[config.mk]
export PLATFORM = sky130hd
export DESIGN_NAME = mouse_report_accumulator
export DESIGN_NICKNAME = d
export VERILOG_FILES = /design/src/mra_pkg.sv /design/src/mra_clamp.sv /design/src/mra_update.sv /design/src/mouse_report_accumulator.sv
export SDC_FILE = /design/constraint.sdc
export NUM_CORES = 1
export LEC_CHECK = 0
export BUFFER_PORTS_ARGS = -buffer_cell sky130_fd_sc_hd__buf_4
export CORE_MARGIN = 5
export CORE_UTILIZATION = 55
export CTS_CLUSTER_DIAMETER = 50
export DETAILED_ROUTE_END_ITERATION = 7
export HOLD_SLACK_MARGIN = 0.03
export PLACE_DENSITY = 0.81
export SYNTH_ARGS = -nofsm -noshare
export SYNTH_HDL_FRONTEND = slang
export SYNTH_SLANG_ARGS = --single-unit
[constraint.sdc]
create_clock -name clk -period 9.45 [get_ports clk]
set_input_delay 1.4175 -clock clk [delete_from_list [all_inputs] [get_ports clk]]
set_output_delay 1.4175 -clock clk [all_outputs]
set_load 0.05 [all_outputs]
[src/mra_pkg.sv]
// Shared types and codes for the mouse report accumulator.
// Depends on nothing; every other file in src refers to it by scoped names.
package mra_pkg;

	localparam int unsigned CoordW = 12;
	localparam int unsigned SizeW  = 13;
	localparam int unsigned CfgW   = 13;

	localparam logic [1:0] OP_REPORT  = 2'd0;
	localparam logic [1:0] OP_SET_POS = 2'd1;
	localparam logic [1:0] OP_FETCH   = 2'd2;

	localparam logic [1:0] MODE_POLL    = 2'd0;
	localparam logic [1:0] MODE_HANDLER = 2'd1;
	localparam logic [1:0] MODE_FORWARD = 2'd2;

	localparam logic [1:0] REG_SCREEN_WIDTH  = 2'd0;
	localparam logic [1:0] REG_SCREEN_HEIGHT = 2'd1;
	localparam logic [1:0] REG_DELIVERY_MODE = 2'd2;
	localparam logic [1:0] REG_MOVE_EVENTS   = 2'd3;

	localparam logic [SizeW-1:0] RESET_WIDTH  = 13'd640;
	localparam logic [SizeW-1:0] RESET_HEIGHT = 13'd480;

	typedef struct packed {
		logic [1:0]        operation;
		logic [7:0]        report_buttons;
		logic signed [7:0] report_dx;
		logic signed [7:0] report_dy;
		logic signed [7:0] report_wheel;
		logic signed [7:0] report_pan;
		logic signed [15:0] new_x;
		logic signed [15:0] new_y;
	} item_t;

	typedef struct packed {
		logic [CoordW-1:0] pos_x;
		logic [CoordW-1:0] pos_y;
		logic [7:0]        buttons_now;
		logic [7:0]        toggled_mask;
		logic signed [7:0] wheel_total;
		logic signed [7:0] pan_total;
		logic              event_pending;
		logic              event_signal;
		logic              report_forward;
	} result_t;

	typedef struct packed {
		logic [CoordW-1:0] x;
		logic [CoordW-1:0] y;
		logic [7:0]        buttons;
		logic [7:0]        toggled;
		logic [7:0]        wheel;
		logic [7:0]        pan;
		logic              pending;
	} state_t;

	typedef struct packed {
		logic [SizeW-1:0] screen_width;
		logic [SizeW-1:0] screen_height;
		logic [1:0]       delivery_mode;
		logic             move_events_enabled;
	} cfg_t;

endpackage

[src/mra_clamp.sv]
// Clamps one signed coordinate to the range zero to screen size minus one.
// Depends on mra_pkg for the coordinate and size widths.
module mra_clamp (
	input  logic signed [16:0]               value,
	input  logic [mra_pkg::SizeW-1:0]        size,
	output logic [mra_pkg::CoordW-1:0]       coord
);

	logic [mra_pkg::SizeW-1:0]  size_lim;
	logic [mra_pkg::CoordW-1:0] top;

	always_comb begin
		// Sizes beyond the 4096 pixel coordinate space act as 4096.
		size_lim = (size > 13'd4096) ? 13'd4096 : size;
		top      = mra_pkg::CoordW'(size_lim - 13'd1);
		if (size == '0) begin
			coord = '0;
		end else if (value < 0) begin
			coord = '0;
		end else if (value > $signed({5'b0, top})) begin
			coord = top;
		end else begin
			coord = value[mra_pkg::CoordW-1:0];
		end
	end

endmodule

[src/mra_update.sv]
// Next-state and result logic for one request applied to the mouse state.
// Depends on mra_pkg and instantiates mra_clamp for each axis.
module mra_update (
	input  mra_pkg::item_t  item,
	input  mra_pkg::state_t cur,
	input  mra_pkg::cfg_t   cfg,
	output mra_pkg::state_t nxt,
	output logic            sig,
	output logic            fwd
);

	logic [1:0]        mode;
	logic [7:0]        base_buttons;
	logic [7:0]        new_toggled;
	logic signed [16:0] x_in;
	logic signed [16:0] y_in;
	logic [mra_pkg::CoordW-1:0] x_clamped;
	logic [mra_pkg::CoordW-1:0] y_clamped;

	// Relative motion for a report, absolute target for a set position.
	always_comb begin
		if (item.operation == mra_pkg::OP_REPORT) begin
			x_in = $signed({5'b0, cur.x}) + 17'(item.report_dx);
			y_in = $signed({5'b0, cur.y}) + 17'(item.report_dy);
		end else begin
			x_in = 17'(item.new_x);
			y_in = 17'(item.new_y);
		end
	end

	mra_clamp u_clamp_x (.value(x_in), .size(cfg.screen_width),  .coord(x_clamped));
	mra_clamp u_clamp_y (.value(y_in), .size(cfg.screen_height), .coord(y_clamped));

	always_comb begin
		// The unused mode code behaves as polled mode.
		mode = (cfg.delivery_mode == mra_pkg::MODE_FORWARD ||
			cfg.delivery_mode == mra_pkg::MODE_HANDLER) ? cfg.delivery_mode
			: mra_pkg::MODE_POLL;
		// An event that was never polled has its toggles undone first.
		base_buttons = cur.pending ? (cur.buttons ^ cur.toggled) : cur.buttons;
		new_toggled  = base_buttons ^ item.report_buttons;

		nxt = cur;
		sig = 1'b0;
		fwd = 1'b0;
		case (item.operation)
			mra_pkg::OP_REPORT: begin
				nxt.toggled = new_toggled;
				nxt.buttons = item.report_buttons;
				nxt.x       = x_clamped;
				nxt.y       = y_clamped;
				nxt.wheel   = cur.wheel + item.report_wheel;
				nxt.pan     = cur.pan + item.report_pan;
				case (mode)
					mra_pkg::MODE_FORWARD: begin
						nxt.pending = 1'b0;
						fwd         = 1'b1;
					end
					mra_pkg::MODE_HANDLER: begin
						nxt.pending = 1'b0;
						sig = (new_toggled != '0) || cfg.move_events_enabled;
					end
					default: begin
						if (new_toggled != '0 || cfg.move_events_enabled) begin
							nxt.pending = 1'b1;
						end
					end
				endcase
			end
			mra_pkg::OP_SET_POS: begin
				nxt.x = x_clamped;
				nxt.y = y_clamped;
				case (mode)
					mra_pkg::MODE_FORWARD: begin
						nxt.toggled = '0;
						nxt.pending = 1'b0;
					end
					mra_pkg::MODE_HANDLER: begin
						nxt.toggled = '0;
						nxt.pending = 1'b0;
						sig         = cfg.move_events_enabled;
					end
					default: begin
						if (!cur.pending) begin
							nxt.toggled = '0;
							nxt.pending = cfg.move_events_enabled;
						end
					end
				endcase
			end
			mra_pkg::OP_FETCH: begin
				nxt.pending = 1'b0;
			end
			default: begin
				nxt = cur;
			end
		endcase
	end

endmodule

[src/mouse_report_accumulator.sv]
// Top level of the mouse report accumulator: request register, state, result register.
// Depends on mra_pkg and instantiates mra_update.
// An accepted request waits in the request register until the result register has room for its result.
// Throughput: one request per cycle, limited only by the result register draining.
// Reset clears the mouse state, both valid flags and loads the screen size 640 by 480,
// polled delivery and movement events off.
module mouse_report_accumulator (
	input  logic                      clk,
	input  logic                      arst_n,
	input  logic                      item_valid,
	output logic                      item_ready,
	input  mra_pkg::item_t            item,
	output logic                      result_valid,
	input  logic                      result_ready,
	output mra_pkg::result_t          result,
	input  logic                      cfg_wr_en,
	input  logic [1:0]                cfg_index,
	input  logic [mra_pkg::CfgW-1:0]  cfg_wdata
);

	// Request register: holds one accepted request until the result
	// register has room for its result.
	logic           s1_valid_q;
	mra_pkg::item_t item_s1;

	// Result register and its valid flag.
	logic             res_valid_q;
	mra_pkg::result_t result_q;

	// Architectural mouse state and configuration.
	mra_pkg::state_t state_q;
	mra_pkg::cfg_t   cfg_q;

	mra_pkg::state_t state_nxt;
	logic            sig_nxt;
	logic            fwd_nxt;
	logic            out_free;
	logic            advance;
	logic            item_acc;

	// The result register can take a new result when it is empty or is
	// being emptied at this edge. The request register in turn frees up
	// whenever it hands its request on, so both stages move every cycle
	// as long as the consumer keeps taking results.
	assign out_free   = !res_valid_q || result_ready;
	assign advance    = s1_valid_q && out_free;
	assign item_ready = !s1_valid_q || out_free;
	assign item_acc   = item_valid && item_ready;

	always_ff @(posedge clk or negedge arst_n) begin
		if (!arst_n) begin
			s1_valid_q <= 1'b0;
		end else if (item_acc) begin
			s1_valid_q <= 1'b1;
		end else if (out_free) begin
			s1_valid_q <= 1'b0;
		end
	end

	always_ff @(posedge clk) begin
		if (item_acc) begin
			item_s1 <= item;
		end
	end

	// All the work for a request is the short update logic between the
	// request register and the result register.
	mra_update u_update (
		.item (item_s1),
		.cur  (state_q),
		.cfg  (cfg_q),
		.nxt  (state_nxt),
		.sig  (sig_nxt),
		.fwd  (fwd_nxt)
	);

	// The state moves on exactly when a result is loaded, so the next
	// request in the request register sees this request's effect.
	always_ff @(posedge clk or negedge arst_n) begin
		if (!arst_n) begin
			state_q <= '0;
		end else if (advance) begin
			state_q <= state_nxt;
		end
	end

	always_ff @(posedge clk or negedge arst_n) begin
		if (!arst_n) begin
			res_valid_q <= 1'b0;
		end else if (advance) begin
			res_valid_q <= 1'b1;
		end else if (result_ready) begin
			res_valid_q <= 1'b0;
		end
	end

	always_ff @(posedge clk) begin
		if (advance) begin
			result_q.pos_x          <= state_nxt.x;
			result_q.pos_y          <= state_nxt.y;
			result_q.buttons_now    <= state_nxt.buttons;
			result_q.toggled_mask   <= state_nxt.toggled;
			result_q.wheel_total    <= state_nxt.wheel;
			result_q.pan_total      <= state_nxt.pan;
			result_q.event_pending  <= state_nxt.pending;
			result_q.event_signal   <= sig_nxt;
			result_q.report_forward <= fwd_nxt;
		end
	end

	assign result_valid = res_valid_q;
	assign result       = result_q;

	// Configuration writes land directly; the port has no read-back.
	always_ff @(posedge clk or negedge arst_n) begin
		if (!arst_n) begin
			cfg_q.screen_width        <= mra_pkg::RESET_WIDTH;
			cfg_q.screen_height       <= mra_pkg::RESET_HEIGHT;
			cfg_q.delivery_mode       <= mra_pkg::MODE_POLL;
			cfg_q.move_events_enabled <= 1'b0;
		end else if (cfg_wr_en) begin
			case (cfg_index)
				mra_pkg::REG_SCREEN_WIDTH:  cfg_q.screen_width  <= cfg_wdata;
				mra_pkg::REG_SCREEN_HEIGHT: cfg_q.screen_height <= cfg_wdata;
				mra_pkg::REG_DELIVERY_MODE: cfg_q.delivery_mode <= cfg_wdata[1:0];
				mra_pkg::REG_MOVE_EVENTS:   cfg_q.move_events_enabled <= cfg_wdata[0];
				default: begin
					cfg_q <= cfg_q;
				end
			endcase
		end
	end

	// A stalled input can only come from a held request.
	a_ready_needs_held: assert property (@(posedge clk) disable iff (!arst_n)
		!item_ready |-> s1_valid_q)
		else $error("input stalled without a held request");

	// A request handed on always shows up as a valid result.
	a_advance_loads: assert property (@(posedge clk) disable iff (!arst_n)
		advance |=> res_valid_q)
		else $error("request advanced but no result appeared");

	// Both handler calls never happen for the same request.
	a_one_handler: assert property (@(posedge clk) disable iff (!arst_n)
		res_valid_q |-> !(result_q.event_signal && result_q.report_forward))
		else $error("event and report handlers both called");

	// Forwarding a raw report always leaves no polled event pending.
	a_fwd_clears: assert property (@(posedge clk) disable iff (!arst_n)
		(res_valid_q && result_q.report_forward) |-> !result_q.event_pending)
		else $error("report forwarded with an event still pending");

	// The state holds while no result is being loaded.
	a_state_holds: assert property (@(posedge clk) disable iff (!arst_n)
		!advance |=> $stable(state_q))
		else $error("state changed without a request");

endmodule

# == Yosys cells after proc, flatten, opt, wreduce, memory -nomap -nowiden ==
# Cells that the tools add are included.
# word_totals
word_cells,105
inputBits,94
reg_bits,221
# classes
reduce_logical,21
magnitude_cmp,6
n_eq_ne,9
addsub,6
n_mux,31
bitwise_logic,2
# op_table
operator,count
$mux W12,8
$gt A17 B13 Y1,2
$lt A17 B1 Y1 const B,2
$mux W17,2
$mux W8,4
$add A13 B8 Y14,2
$gt A13 B13 Y1 const B,2
$logic_not A13 Y1,2
$mux W24,1
$sub A12 B1 Y12 const B,2
$add A8 B8 Y8,2
$mux W16,1
$pmux W8 S2,1
$xor A8 B8 Y8,2
$mux W1,11
$eq A2 B2 Y1 const B,5
$eq A2 B1 Y1 const B,4
$reduce_and A2 Y1,4
$reduce_bool A8 Y1,1
$logic_not A2 Y1,2
$logic_or A1 B1 Y1,4
$reduce_bool A2 Y1,2
$reduce_or A2 Y1,2
$pmux W1 S3,1
other kinds (4),6

# == Logic depth before layout (Yosys ltp) ==
# logic_depth
ltp_word,8
ltp_mapped,20
ltp_nobuf,18

# == Modules after synthesis ==
# From an unflattened synthesis, not the netlist that was laid out.
# hier_totals
hier_cells,1006
hier_area_um2,12135.4
# modules_own_cells
mod,area_each_um2,seq_area_each_um2,instances,cells_per_inst
mouse_report_accumulator,7402.1,6203.4,1,326
mra_update,3034.2,0.0,1,444
mra_clamp,849.6,0.0,2,118

# == Least setup slack after synthesis ==
# No wires, ideal clock.
# synth_timing
path_kind,input to register
startpoint,input result_ready
endpoint,"register result_q (netlist bit result[0]), enable pin"
cell_stages,5
setup_slack_ps,5064
setup_ps,446
arrival_time_ps,3940
path_cell_list,nand2b_1 nand2_1 inv_1 clkbuf_1 clkbuf_1
# synth_between
elab_chain_len,2
# synth_rtl
item,line,text
from (decl),mouse_report_accumulator.sv:14,"input logic result_ready,"
$logic_or A1 B1 Y1,mouse_report_accumulator.sv:45,assign out_free = !res_valid_q || result_ready;
$logic_and A1 B1 Y1,mouse_report_accumulator.sv:46,assign advance = s1_valid_q && out_free;
via advance,mouse_report_accumulator.sv:38,logic advance;
to (decl),mouse_report_accumulator.sv:28,mra_pkg::result_t result_q;
# The timed path passes the listed nets, and every way through them passes these cells.
# A chain may end at the register's enable or synchronous reset.

==> run summary <==
status - completed
Clock Latency Late Sink - 0.53 ns
internal power - 2470 µW
Antenna Cells - 0
layout cell share with drive strength beyond 1 - 22.3%
Fin Hold WS - 0.493 ns
PnR worst setup slack - 4.05 ns
CP Buf/Inv Count - 1
Rows - 53
unrepaired setup endpoints after global routing - false
Post-Syn Area - 11900 µm²
Sw Share - 35.9%
Setup Skew - 0.00768 ns
# hold bufs at CTS - 0
Placer Congestion - 0.903
min Tclk post-route - 5.40 ns
drt pass-1 iters - 6
Final Hold Viols - 0
Slew @ Worst Pin - 1.32 ns
CTS tree - built
CP required - 9.72 ns
routed len/inst - 18.7 µm
CTS clk-pin slew, worst paths - 0.06 ns
register area share after synthesis - 52.3%
pre-CTS setup slack - 4.18 ns
cell with the most instances after synthesis - nand2_1
Util after Layout - 67.3%
endpoints failing setup - 0
slowest CP cell - a31oi_2
Layout area overhead - 20.1%
crit-path max FO - 11
synth cell count leaders - 161 x nand2_1, 133 x edfxtp_1, 82 x dfrtp_1, 76 x nor2_1, 68 x ha_1
Primary FF master, synth - edfxtp_1
Mapped Cells - 1077
Num CTS Buffers - 27
worst vdd rail ir drop - 144 µV
crit path capture type - flop
Die ar. - 24600 µm²
GRT overflow - 0
CP cell instances - ha_1, fa_1, a211oi_1, o21bai_1, a21oi_1, xnor2_1, mux2i_1, inv_1, ha_1, a211o_1, o211ai_1, a21oi_1, o41ai_2, o21ai_1, a31oi_2, mux2i_1, a22o_1
final instance area - 14200 µm²
DR vias/cell - 5.82
fin. max-slew vios - 0
routed wire length - 28600 µm
total track usage - 23.2%
root buffer cell - clkbuf_16
CP Launch Type - flop
area leader, netlist - edfxtp_1
I/O Buffers - 154
# nets final - 1396
ys async rst share - 39.8%
initial antenna violation count - 0
filler cell count - 1592
Yosys reg bits - 221
CTS max path bufs - 3
syn_nets - 1243
ranking of synthesized cells by area - edfxtp_1 34%, dfrtp_1 17%, ha_1 7.2%
pwr dens - 270 nW/µm²
HPWL Detailed - 20200 µm
DRC - 0
leakage - 0.00624 µW
Hold WC Path Type - flop to flop
Post-DP Area - 13300 µm²
yosys synthesis warning count - 0
cts repair resizes - 0
clock sinks - 221
width of the die - 157 µm
Net Sw Power - 1380 µW
Starting Density - 56.1%
Die Y-Extent - 157 µm
clock share of power - 28.4%
H-tree levels - 1
vias in the first global route - 8857
period utilisation layout - 57.1%
Worst Path Class, Setup - flop to flop
count of flip-flops with a built-in enable after synthesis - 133
Synth cell types - 75
Max Clk Rate - 185 MHz
delay-heaviest family, CP - compound AO/OA/AOI/OAI gates
Combinational Power Share - 35.2%
CP max stage delay - 0.84 ns
CP arrival - 5.67 ns
remaining antenna violation count - 0
slew margin rel. - 12.1%
global-route wire length before repair - 45900 µm
Syn Area/Cell - 11.0 µm²
max-cap viol count - 0
First DRT Iteration DRCs - 658
vias - 8874
postcts setup bufs - 0
Seq pwr share - 36.3%
post-synth top area share - 33.7%
CORE AREA - 21200 µm²
largest net degree at the start of global routing - 78
setup TNS - 0 ns
Ports - 155
metal layers:
layer	vias to the layer above	routed length [µm]	share of wire [%]	GRT usage [%]
met4	0	648	2.3	5.66
met1	4254	12400	43	33.4
met3	44	2090	7.3	3.15
met2	374	13400	47	37.5
met5	-	0	0	0
li1	4202	-	-	-
through the flow:
stage          total power (µW)  std cells
2_1_floorplan              2400       1077
6_report                   3850       1526
3_3_place_gp               2710       1476
4_1_cts                    3870       1526
3_5_place_dp               2760       1476
5_1_grt                    4070       1526
path summary, 6_finish.rpt:
path / depth (start not counted) / slack (ns) / to / start
max: 17 / 4.05 / result[56]$_DFFE_PP_ / state_q[45]$_DFFE_PN0P_
min: 1 / 0.49 / result_valid$_DFFE_PN0P_ / s1_valid_q$_DFFE_PN0P_
max reg2reg: 17 / 4.05 / result[56]$_DFFE_PP_ / state_q[45]$_DFFE_PN0P_
min reg2reg: 1 / 0.49 / result_valid$_DFFE_PN0P_ / s1_valid_q$_DFFE_PN0P_
max in group asynchronous: 2 / 7.50 / cfg_q[12]$_DFFE_PN0P_ / arst_n
min in group asynchronous: 1 / 0.88 / state_q[2]$_DFFE_PN0P_ / arst_n
placed cells by master (no fill, tap or decap), types with 5 or more instances in the layout:
master and n:
nand2_1 161, buf_4 161, edfxtp_1 133, dfrtp_1 82, nor2_1 75, ha_1 68
inv_1 55, o21ai_0 43, xnor2_1 41, a21oi_1 39, mux2_2 38, mux2i_1 30
o21ai_1 30, a22o_1 29, clkbuf_16 29, nor3_1 18, xor2_1 18, a21o_1 16
nand2b_1 15, o21bai_1 13, nor2b_1 11, nand4_1 10, nor4_1 9, a211oi_1 6
o31ai_1 6, dfstp_2 6, nand3b_1 5, nand3_1 5
flip-flops by register name (all words and copies together), names as in the netlist:
signal and count:
cfg_q 29, item_s1 74, result 59, result_valid 1, s1_valid_q 1, state_q 57
power by group through the flow:
| stage | clock network, µW | registers [µW] | logic, µW |
|---|---|---|---|
| finish | 1100 | 1400 | 1360 |
| global route | 1150 | 1420 | 1500 |
| CTS | 1110 | 1400 | 1350 |
| detailed placement | 0 | 1410 | 1340 |
| global placement | 0 | 1410 | 1300 |
| floorplan | 0 | 1530 | 864 |
layout make-up:
type | instances | area (µm²) | share of cell area [%]
flip-flops and latches | 221 | 6200 | 43.5
multi-input cells | 763 | 5310 | 37.3
repair buffers | 161 | 1210 | 8.48
clock buffers | 34 | 785 | 5.51
well taps | 275 | 344 | 2.42
inverters | 56 | 211 | 1.48
clock inverters | 16 | 186 | 1.31
logic make-up (layout without fill, tap and decap cells):
| family | after synthesis | count (layout) | synth area share, % |
|---|---|---|---|
| simple gates | 339 | 339 | 13.2 |
| fa+ha+maj | 72 | 72 | 7.85 |
| flops | 221 | 221 | 52.3 |
| buf+inv | 93 | 267 | 3.11 |
| xor+xnor | 59 | 59 | 4.36 |
| mux | 68 | 68 | 6.14 |
| compound gates | 225 | 225 | 13.0 |
worst reg2reg max path, cell delays in order, from the launching register on:
cell and delay, ns:
dfrtp_1 0.41, ha_1 0.24, fa_1 0.46, a211oi_1 0.47, o21bai_1 0.15, a21oi_1 0.19, xnor2_1 0.08, mux2i_1 0.20
inv_1 0.07, ha_1 0.31, a211o_1 0.26, o211ai_1 0.10, a21oi_1 0.12, o41ai_2 0.56, o21ai_1 0.20, a31oi_2 0.84
mux2i_1 0.24, a22o_1 0.27
Note: power is estimated with default switching activity, not from simulation.
